File: config.mk
export PLATFORM = sky130hd
export DESIGN_NAME = eth_pppoe_ip_header_parser
export DESIGN_NICKNAME = d
export VERILOG_FILES = /design/src/rtl/core/eppip_pkg.sv /design/src/rtl/core/eth_pppoe_ip_header_parser.sv
export SDC_FILE = /design/constraint.sdc
export NUM_CORES = 1
export LEC_CHECK = 0
export ABC_AREA = 1
export BUFFER_PORTS_ARGS = -buffer_cell sky130_fd_sc_hd__buf_2
export CAP_MARGIN = 20
export CORE_MARGIN = 5
export CORE_UTILIZATION = 40
export CTS_BUF_LIST = sky130_fd_sc_hd__clkbuf_8
export DETAILED_ROUTE_END_ITERATION = 7
export PLACE_DENSITY_LB_ADDON = 0.05
export SLEW_MARGIN = 20
export SYNTH_ARGS = -nofsm -noshare
export SYNTH_HDL_FRONTEND = slang
export SYNTH_SLANG_ARGS = --single-unit
File: constraint.sdc
create_clock -name clock -period 21.4 [get_ports clock]
set_clock_uncertainty 0.15 [all_clocks]
set_input_delay 1.07 -clock clock [delete_from_list [all_inputs] [get_ports clock]]
set_output_delay 1.07 -clock clock [all_outputs]
set_load 0.02 [all_outputs]
File: src/rtl/core/eppip_pkg.sv
// Package for the Ethernet / PPPoE / IPv4 header parser.
// Holds protocol constants, field widths and the result word type.
// No dependencies.
package eppip_pkg;

   // frame limits
   localparam int unsigned MAX_FRAME_BYTES = 16384;
   localparam int unsigned OFFSET_W        = 16;

   // protocol codes
   localparam logic [15:0] ETYPE_PPPOE_SES = 16'h8864;
   localparam logic [15:0] ETYPE_IPV4      = 16'h0800;
   localparam logic [15:0] PPP_PROTO_IPV4  = 16'h0021;
   localparam logic [7:0]  PPPOE_CODE_SES  = 8'h00;
   localparam logic [8:0]  IP_PROTO_TCP    = 9'h006;
   localparam logic [8:0]  IP_PROTO_UDP    = 9'h011;
   localparam logic [8:0]  IP_PROTO_NONE   = 9'h100;
   localparam logic [7:0]  TS_SYNC_BYTE    = 8'h47;
   localparam logic [7:0]  RTP_V2_BYTE     = 8'h80;
   localparam logic [7:0]  TCP_FLAG_MASK   = 8'h3f;

   // header start offsets
   localparam logic [OFFSET_W-1:0] IP_BASE_ETH   = 16'd14;
   localparam logic [OFFSET_W-1:0] IP_BASE_PPPOE = 16'd22;

   // payload phase codes
   localparam logic [1:0] PH_WAIT   = 2'd0;
   localparam logic [1:0] PH_RTP    = 2'd1;
   localparam logic [1:0] PH_STREAM = 2'd2;
   localparam logic [1:0] PH_NONE   = 2'd3;

   // result kinds
   localparam logic KIND_PAYLOAD = 1'b0;
   localparam logic KIND_SUMMARY = 1'b1;

   localparam int unsigned RSP_DATA_W = 160;

   // one result word
   typedef struct packed {
      logic        kind;
      logic        last_of_run;
      logic [7:0]  payload_byte;
      logic [15:0] ether_type;
      logic [7:0]  pppoe_code;
      logic [15:0] pppoe_session;
      logic [8:0]  ip_protocol;
      logic [31:0] src_ip;
      logic [31:0] dst_ip;
      logic [15:0] src_port;
      logic [15:0] dst_port;
      logic [5:0]  ctrl_flags;
   } result_type;

endpackage

File: src/rtl/core/eth_pppoe_ip_header_parser.sv
// Ethernet / PPPoE / IPv4 / TCP-UDP header parser, one frame byte per word.
// Depends on eppip_pkg; holds the capture logic and a four-word result queue.
//
// An accepted input word's result words enter the queue as the word is accepted.
// Throughput: one input word per cycle while the queue holds two words or fewer;
// a byte with both a payload word and the end-of-frame summary pushes both at once.
// Reset: synchronous, active high; clears frame state, queue and extract_mode.
module eth_pppoe_ip_header_parser (
   input  logic                               clock,
   input  logic                               reset,
   // input words
   input  logic                               req_tvalid,
   output logic                               req_tready,
   input  logic [7:0]                         req_tdata,  // data_byte
   input  logic                               req_tlast,  // last_byte
   // result words
   output logic                               rsp_tvalid,
   input  logic                               rsp_tready,
   // payload_byte, ether_type, pppoe_code, pppoe_session, ip_protocol,
   // src_ip, dst_ip, src_port, dst_port, ctrl_flags, one zero pad bit
   output logic [eppip_pkg::RSP_DATA_W-1:0]   rsp_tdata,
   output logic                               rsp_tlast,  // last_of_run
   output logic                               rsp_tuser,  // kind
   // configuration
   input  logic                               csr_wr_en,
   input  logic                               csr_wr_data // extract_mode
);
   import eppip_pkg::*;

   // frame state
   logic                extract_mode_ff;
   logic [OFFSET_W-1:0] offset_ff, offset_in;
   logic [15:0]         eth_type_ff, eth_type_in;
   logic [7:0]          pppoe_code_ff, pppoe_code_in;
   logic [15:0]         pppoe_ses_ff, pppoe_ses_in;
   logic [15:0]         ppp_proto_ff, ppp_proto_in;
   logic [3:0]          ihl_ff, ihl_in;
   logic [8:0]          ip_proto_ff, ip_proto_in;
   logic [31:0]         src_ip_ff, src_ip_in;
   logic [31:0]         dst_ip_ff, dst_ip_in;
   logic [31:0]         ports_ff, ports_in;
   logic [5:0]          flags_ff, flags_in;
   logic [1:0]          phase_ff, phase_in;

   // result queue
   result_type          queue_ff [4];
   logic [1:0]          wr_ptr_ff, wr_ptr_in;
   logic [1:0]          rd_ptr_ff, rd_ptr_in;
   logic [2:0]          count_ff, count_in;

   logic                accept, pop, emit;
   logic [7:0]          b;
   logic                ip_ok;
   logic [OFFSET_W-1:0] base, rel, t_off;
   logic [3:0]          words;
   logic [5:0]          tstart;
   logic                allow;
   result_type          pay_res, sum_res, push0, push1;
   logic                push0_en, push1_en;
   logic [2:0]          n_push;

   assign b          = req_tdata;
   assign req_tready = (count_ff <= 3'd2);
   assign accept     = req_tvalid && req_tready;
   assign rsp_tvalid = (count_ff != 3'd0);
   assign pop        = rsp_tvalid && rsp_tready;

   // IHL below five counts as five for the transport start
   assign words  = (ihl_ff < 4'd5) ? 4'd5 : ihl_ff;
   assign tstart = {words, 2'b00};

   // capture logic for one byte
   always_comb begin
      eth_type_in  = eth_type_ff;
      pppoe_code_in = pppoe_code_ff;
      pppoe_ses_in = pppoe_ses_ff;
      ppp_proto_in = ppp_proto_ff;
      ihl_in       = ihl_ff;
      ip_proto_in  = ip_proto_ff;
      src_ip_in    = src_ip_ff;
      dst_ip_in    = dst_ip_ff;
      ports_in     = ports_ff;
      flags_in     = flags_ff;
      phase_in     = phase_ff;
      offset_in    = offset_ff;
      emit         = 1'b0;
      ip_ok        = 1'b0;
      base         = IP_BASE_ETH;
      rel          = '0;
      t_off        = '0;
      allow        = 1'b0;

      if (offset_ff < OFFSET_W'(MAX_FRAME_BYTES)) begin
         // Ethernet type
         if (offset_ff == 16'd12) begin
            eth_type_in = {b, 8'h00};
         end else if (offset_ff == 16'd13) begin
            eth_type_in = {eth_type_ff[15:8], eth_type_ff[7:0] | b};
         end

         // PPPoE header and PPP protocol
         if (eth_type_in == ETYPE_PPPOE_SES && offset_ff >= 16'd14) begin
            priority if (offset_ff == 16'd15) begin
               pppoe_code_in = b;
            end else if (offset_ff == 16'd16) begin
               pppoe_ses_in = {b, 8'h00};
            end else if (offset_ff == 16'd17) begin
               pppoe_ses_in = {pppoe_ses_ff[15:8], pppoe_ses_ff[7:0] | b};
            end else if (pppoe_code_in == PPPOE_CODE_SES && offset_ff == 16'd20) begin
               ppp_proto_in = {b, 8'h00};
            end else if (pppoe_code_in == PPPOE_CODE_SES && offset_ff == 16'd21) begin
               ppp_proto_in = {ppp_proto_ff[15:8], ppp_proto_ff[7:0] | b};
            end else begin
               // other PPPoE bytes carry nothing we keep
            end
         end

         // where the IPv4 header starts
         if (eth_type_in == ETYPE_IPV4) begin
            ip_ok = 1'b1;
            base  = IP_BASE_ETH;
         end else if (eth_type_in == ETYPE_PPPOE_SES && pppoe_code_in == PPPOE_CODE_SES &&
                      ppp_proto_in == PPP_PROTO_IPV4) begin
            ip_ok = 1'b1;
            base  = IP_BASE_PPPOE;
         end
         rel   = offset_ff - base;
         t_off = rel - OFFSET_W'(tstart);
         allow = (eth_type_in == ETYPE_PPPOE_SES) || extract_mode_ff;

         // IPv4 header and transport header
         if (ip_ok && offset_ff >= base) begin
            priority if (rel == 16'd0) begin
               ihl_in = b[3:0];
            end else if (rel == 16'd9) begin
               ip_proto_in = {1'b0, b};
            end else if (rel >= 16'd12 && rel < 16'd16) begin
               src_ip_in = {src_ip_ff[23:0], b};
            end else if (rel >= 16'd16 && rel < 16'd20) begin
               dst_ip_in = {dst_ip_ff[23:0], b};
            end else if (rel >= OFFSET_W'(tstart) &&
                         (ip_proto_ff == IP_PROTO_TCP || ip_proto_ff == IP_PROTO_UDP)) begin
               if (t_off < 16'd4) begin
                  ports_in = {ports_ff[23:0], b};
               end
               if (ip_proto_ff == IP_PROTO_TCP) begin
                  if (t_off == 16'd13) begin
                     flags_in = b[5:0] & TCP_FLAG_MASK[5:0];
                  end
               end else if (phase_ff == PH_STREAM) begin
                  emit = 1'b1;
               end else if (phase_ff == PH_WAIT && t_off == 16'd8) begin
                  if (b == RTP_V2_BYTE) begin
                     phase_in = PH_RTP;
                  end else if (b == TS_SYNC_BYTE && allow) begin
                     phase_in = PH_STREAM;
                     emit     = 1'b1;
                  end else begin
                     phase_in = PH_NONE;
                  end
               end else if (phase_ff == PH_RTP && t_off == 16'd20) begin
                  if (b == TS_SYNC_BYTE && allow) begin
                     phase_in = PH_STREAM;
                     emit     = 1'b1;
                  end else begin
                     phase_in = PH_NONE;
                  end
               end
            end else begin
               // header bytes that are not captured
            end
         end
         offset_in = offset_ff + 16'd1;
      end
   end

   // result words built from this byte
   always_comb begin
      pay_res              = '0;
      pay_res.kind         = KIND_PAYLOAD;
      pay_res.last_of_run  = !req_tlast;
      pay_res.payload_byte = b;

      sum_res               = '0;
      sum_res.kind          = KIND_SUMMARY;
      sum_res.last_of_run   = 1'b1;
      sum_res.ether_type    = eth_type_in;
      sum_res.pppoe_code    = pppoe_code_in;
      sum_res.pppoe_session = pppoe_ses_in;
      sum_res.ip_protocol   = ip_proto_in;
      sum_res.src_ip        = src_ip_in;
      sum_res.dst_ip        = dst_ip_in;
      sum_res.src_port      = ports_in[31:16];
      sum_res.dst_port      = ports_in[15:0];
      sum_res.ctrl_flags    = flags_in;

      push0    = emit ? pay_res : sum_res;
      push1    = sum_res;
      push0_en = accept && (emit || req_tlast);
      push1_en = accept && emit && req_tlast;
      n_push   = {2'b00, push0_en} + {2'b00, push1_en};
   end

   // queue pointers
   always_comb begin
      wr_ptr_in = wr_ptr_ff + n_push[1:0];
      rd_ptr_in = rd_ptr_ff + {1'b0, pop};
      count_in  = count_ff + n_push - {2'b00, pop};
   end

   // control and frame registers
   always_ff @(posedge clock) begin
      if (reset) begin
         extract_mode_ff <= 1'b0;
         wr_ptr_ff       <= '0;
         rd_ptr_ff       <= '0;
         count_ff        <= '0;
         offset_ff       <= '0;
         eth_type_ff     <= '0;
         pppoe_code_ff   <= '0;
         pppoe_ses_ff    <= '0;
         ppp_proto_ff    <= '0;
         ihl_ff          <= '0;
         ip_proto_ff     <= IP_PROTO_NONE;
         src_ip_ff       <= '0;
         dst_ip_ff       <= '0;
         ports_ff        <= '0;
         flags_ff        <= '0;
         phase_ff        <= PH_WAIT;
      end else begin
         if (csr_wr_en) begin
            extract_mode_ff <= csr_wr_data;
         end
         wr_ptr_ff <= wr_ptr_in;
         rd_ptr_ff <= rd_ptr_in;
         count_ff  <= count_in;
         if (accept) begin
            if (req_tlast) begin
               // end of frame: back to the reset picture
               offset_ff     <= '0;
               eth_type_ff   <= '0;
               pppoe_code_ff <= '0;
               pppoe_ses_ff  <= '0;
               ppp_proto_ff  <= '0;
               ihl_ff        <= '0;
               ip_proto_ff   <= IP_PROTO_NONE;
               src_ip_ff     <= '0;
               dst_ip_ff     <= '0;
               ports_ff      <= '0;
               flags_ff      <= '0;
               phase_ff      <= PH_WAIT;
            end else begin
               offset_ff     <= offset_in;
               eth_type_ff   <= eth_type_in;
               pppoe_code_ff <= pppoe_code_in;
               pppoe_ses_ff  <= pppoe_ses_in;
               ppp_proto_ff  <= ppp_proto_in;
               ihl_ff        <= ihl_in;
               ip_proto_ff   <= ip_proto_in;
               src_ip_ff     <= src_ip_in;
               dst_ip_ff     <= dst_ip_in;
               ports_ff      <= ports_in;
               flags_ff      <= flags_in;
               phase_ff      <= phase_in;
            end
         end
      end
   end

   // queue storage, up to two writes a cycle
   always_ff @(posedge clock) begin
      if (push0_en) begin
         queue_ff[wr_ptr_ff] <= push0;
      end
      if (push1_en) begin
         queue_ff[wr_ptr_ff + 2'd1] <= push1;
      end
   end

   // head of queue onto the result port
   result_type head;
   assign head      = queue_ff[rd_ptr_ff];
   assign rsp_tuser = head.kind;
   assign rsp_tlast = head.last_of_run;
   assign rsp_tdata = {1'b0, head.ctrl_flags, head.dst_port, head.src_port, head.dst_ip,
                       head.src_ip, head.ip_protocol, head.pppoe_session, head.pppoe_code,
                       head.ether_type, head.payload_byte};

endmodule

==> metrics.yaml <==
outcome: "completed"
wl_met1_microns: 59700
cts_tree: "done"
clock_tree.root_cell: "clkbuf_8"
tightest_slew_ns: 1.09
finalSetupViolations: 0
slew_viol_final: 0
fp-row-count: 117
finish.utilization_pct: 44.6
ys_warn_count: 0
final-hold-violation-count: 0
cp.arrival_ns: 11.18
grt_util_all_layers_pct: 23.6
synth_top_cell_by_area: "edfxtp_1"
hold_class: "in2reg"
wire_per_inst_microns: 20.4
n_fill_cell: 10266
antenna_found_initial: 4
critical_path_required_ns: 21.68
rsz0062_at_grt: "false"
place_area_sq_mm: 0.0425
vias: 33815
area_growth_pct: 10.9
critPathKind: "reg2reg"
critPathTopFamily: "simple AND/OR/NAND/NOR gates"
layout_common_cells: "nor2_1, nand2_1, edfxtp_1, o21ai_0, inv_1"
synth_top_area_share_pct: 44.4
setup_tns_ns: 0
startpoint_type: "flip-flop"
r2r_end: "queue_ff[1][87]"
clkTransAtPathRegs_ns: 0.06
multiInputGateArea_sq_mm: 0.0154
ctsResizeCount: 0
antenna_violating_nets_post_route: 0
ys_async_sr_fraction_pct: 0
mappedNetlistNets: 4878
cap_violations: 0
ys_seq_area_share_pct: 56.0
final_cells: 6405
seqCellArea_sq_mm: 0.0229
worst-path-max-fanout: 62
route.met3.wl_microns: 7340
layout_commonest_cell: "nor2_1"
r2r_slack_ns: 10.50
peakVddDrop_mv: 0.110
htreeDepth: 4
synth_area_leaders: "edfxtp_1, dfxtp_1, nor2_1, nand2_1, o21ai_0"
ys_ff_latch: 841
power_mw: 4.46
path_buf_inv: 7
core_area_sq_mm: 0.102
crit_start: "offset_ff[0]"
synthFlopType: "edfxtp_1"
cts_sinks: 841
grt_max_degree: 157
crit_path_frequent_cell: "nand2_1"
vias_per_cell: 5.28
dp_slack_ns: 9.97
synth.distinct_cells: 49
routed_wl_microns: 131000
fmax_mhz: 91.8
start_util_pct: 40.2
relSlewSlack_pct: 27.5
postCtsSetupBuffers: 0
cpMaxStageDelayCell: "buf_4"
top_layer: "met5"
die_w_microns: 330
crit_end: "queue_ff[1][87]"
initialDrtViolationCount: 2610
rr_startpoint: "offset_ff[0]"
port_buffers: 177
drive_above_1_share_pct: 10.9
pin_count: 179
grt_pass1_wl_microns: 198000
holdBufCountCts: 0
syn_area_sq_mm: 0.0408
dr_wl_met2_microns: 59600
drc: 0
hpwl_microns: 74400
end_kind: "flip-flop"
p_leak_nw: 16.7
clk_latency_ns: 0.83
die_area_sq_mm: 0.109
grt_overflow: 0
cts_buffers: 152
synth_edf_count: 604
place.gp.congestion: 0.898
fin_ws_ns: 10.50
die-height_microns: 330
p_per_area_mw_per_mm2: 98.5
synthCells: 4843
grt_pass1_vias: 32261
path_depth: 45
reg2reg_depth: 45
fin_crit_ns: 10.90
dp_cells: 6124
cts_buffer_depth: 3
synth.avg_cell_area_sq_um: 8.43
final_area_sq_mm: 0.0453
nets: 4945
slowest_delay_ns: 0.82
firstDrtPassIters: 6
whs_ns: 0.287
min_period_over_period_pct: 50.9
==> per-layer routing <==
| layer | track usage [%] | vias up |
|---|---|---|
| li1 | - | 16362 |
| met1 | 33.0 | 16287 |
| met2 | 37.5 | 946 |
| met3 | 3.80 | 218 |
| met4 | 7.94 | 2 |
| met5 | 0 | - |
==> cell type report <==
class,count,area share (%)
Sequential cell,841,50.5
Multi-Input combinational cell,3355,33.9
Clock buffer,166,5.04
Tap cell,1368,3.78
Timing Repair Buffer,226,2.84
Inverter,334,2.80
Clock inverter,114,1.07
Antenna cell,1,0.00553
==> state kept, by name, indices dropped and copies added, names as in the netlist <==
signal,cells
queue_ff,644
dst_ip_ff,32
ports_ff,32
src_ip_ff,32
eth_type_ff,16
offset_ff,16
ppp_proto_ff,16
pppoe_ses_ff,16
ip_proto_ff,9
pppoe_code_ff,8
flags_ff,6
ihl_ff,4
count_ff,3
phase_ff,2
rd_ptr_ff,2
wr_ptr_ff,2
extract_mode_ff,1
==> Yosys cell counts (all sizes together), types with 4 or more instances <==
master	count
nand2	952
nor4	13
nor2	1115
nand3	225
o22ai	153
clkinv	7
xor2	14
nand3b	6
buf	91
clkbuf	222
a31oi	4
o21bai	9
o21ai	476
nor3	32
o31ai	4
edfxtp	604
nand4	92
or2	9
inv	327
a21oi	214
ha	18
dfxtp	237
==> logic make-up (layout without fill, tap and decap cells) <==
logic type | Yosys count | in the layout | synth area share (%)
AOI/OAI and AO/OA | 871 | 871 | 11.3
xor gates and xnor gates | 16 | 16 | 0.343
adders and majority gates | 20 | 20 | 0.649
buffers and inverters | 647 | 840 | 6.77
DFF | 841 | 841 | 56.0
muxes | 1 | 1 | 0.0245
other | 1 | 2 | 0.00918
and+or+nand+nor | 2446 | 2446 | 24.8
==> worst reg2reg max path, delay by kind of cell (launching register included) <==
kind | cells | cell delay [ns]
and+or+nand+nor | 30 | 5.14
buffers and inverters | 7 | 2.34
adders and majority gates | 3 | 0.94
AOI/OAI and AO/OA | 4 | 0.73
xor gates and xnor gates | 1 | 0.62
DFF | 1 | 0.55
==> worst min-delay path by stage <==
stage,slack [ns],cells past startpoint,start,end
after global routing,0.23,2,csr_wr_en,extract_mode_ff
after floorplan,0.27,2,queue_ff[1][160],queue_ff[1][160]
after CTS,0.18,2,csr_wr_en,extract_mode_ff
after detailed placement,0.29,2,queue_ff[1][160],queue_ff[1][160]
final,0.29,2,csr_wr_en,extract_mode_ff
after global placement,0.29,2,queue_ff[2][160],queue_ff[2][160]
==> power breakdown <==
group	internal, mW	switching (mW)
logic	0.295	0.895
clock network	0.712	0.690
registers	1.82	0.0463
total	2.83	1.63
No activity file was read; power rests on OpenSTA's default activity.
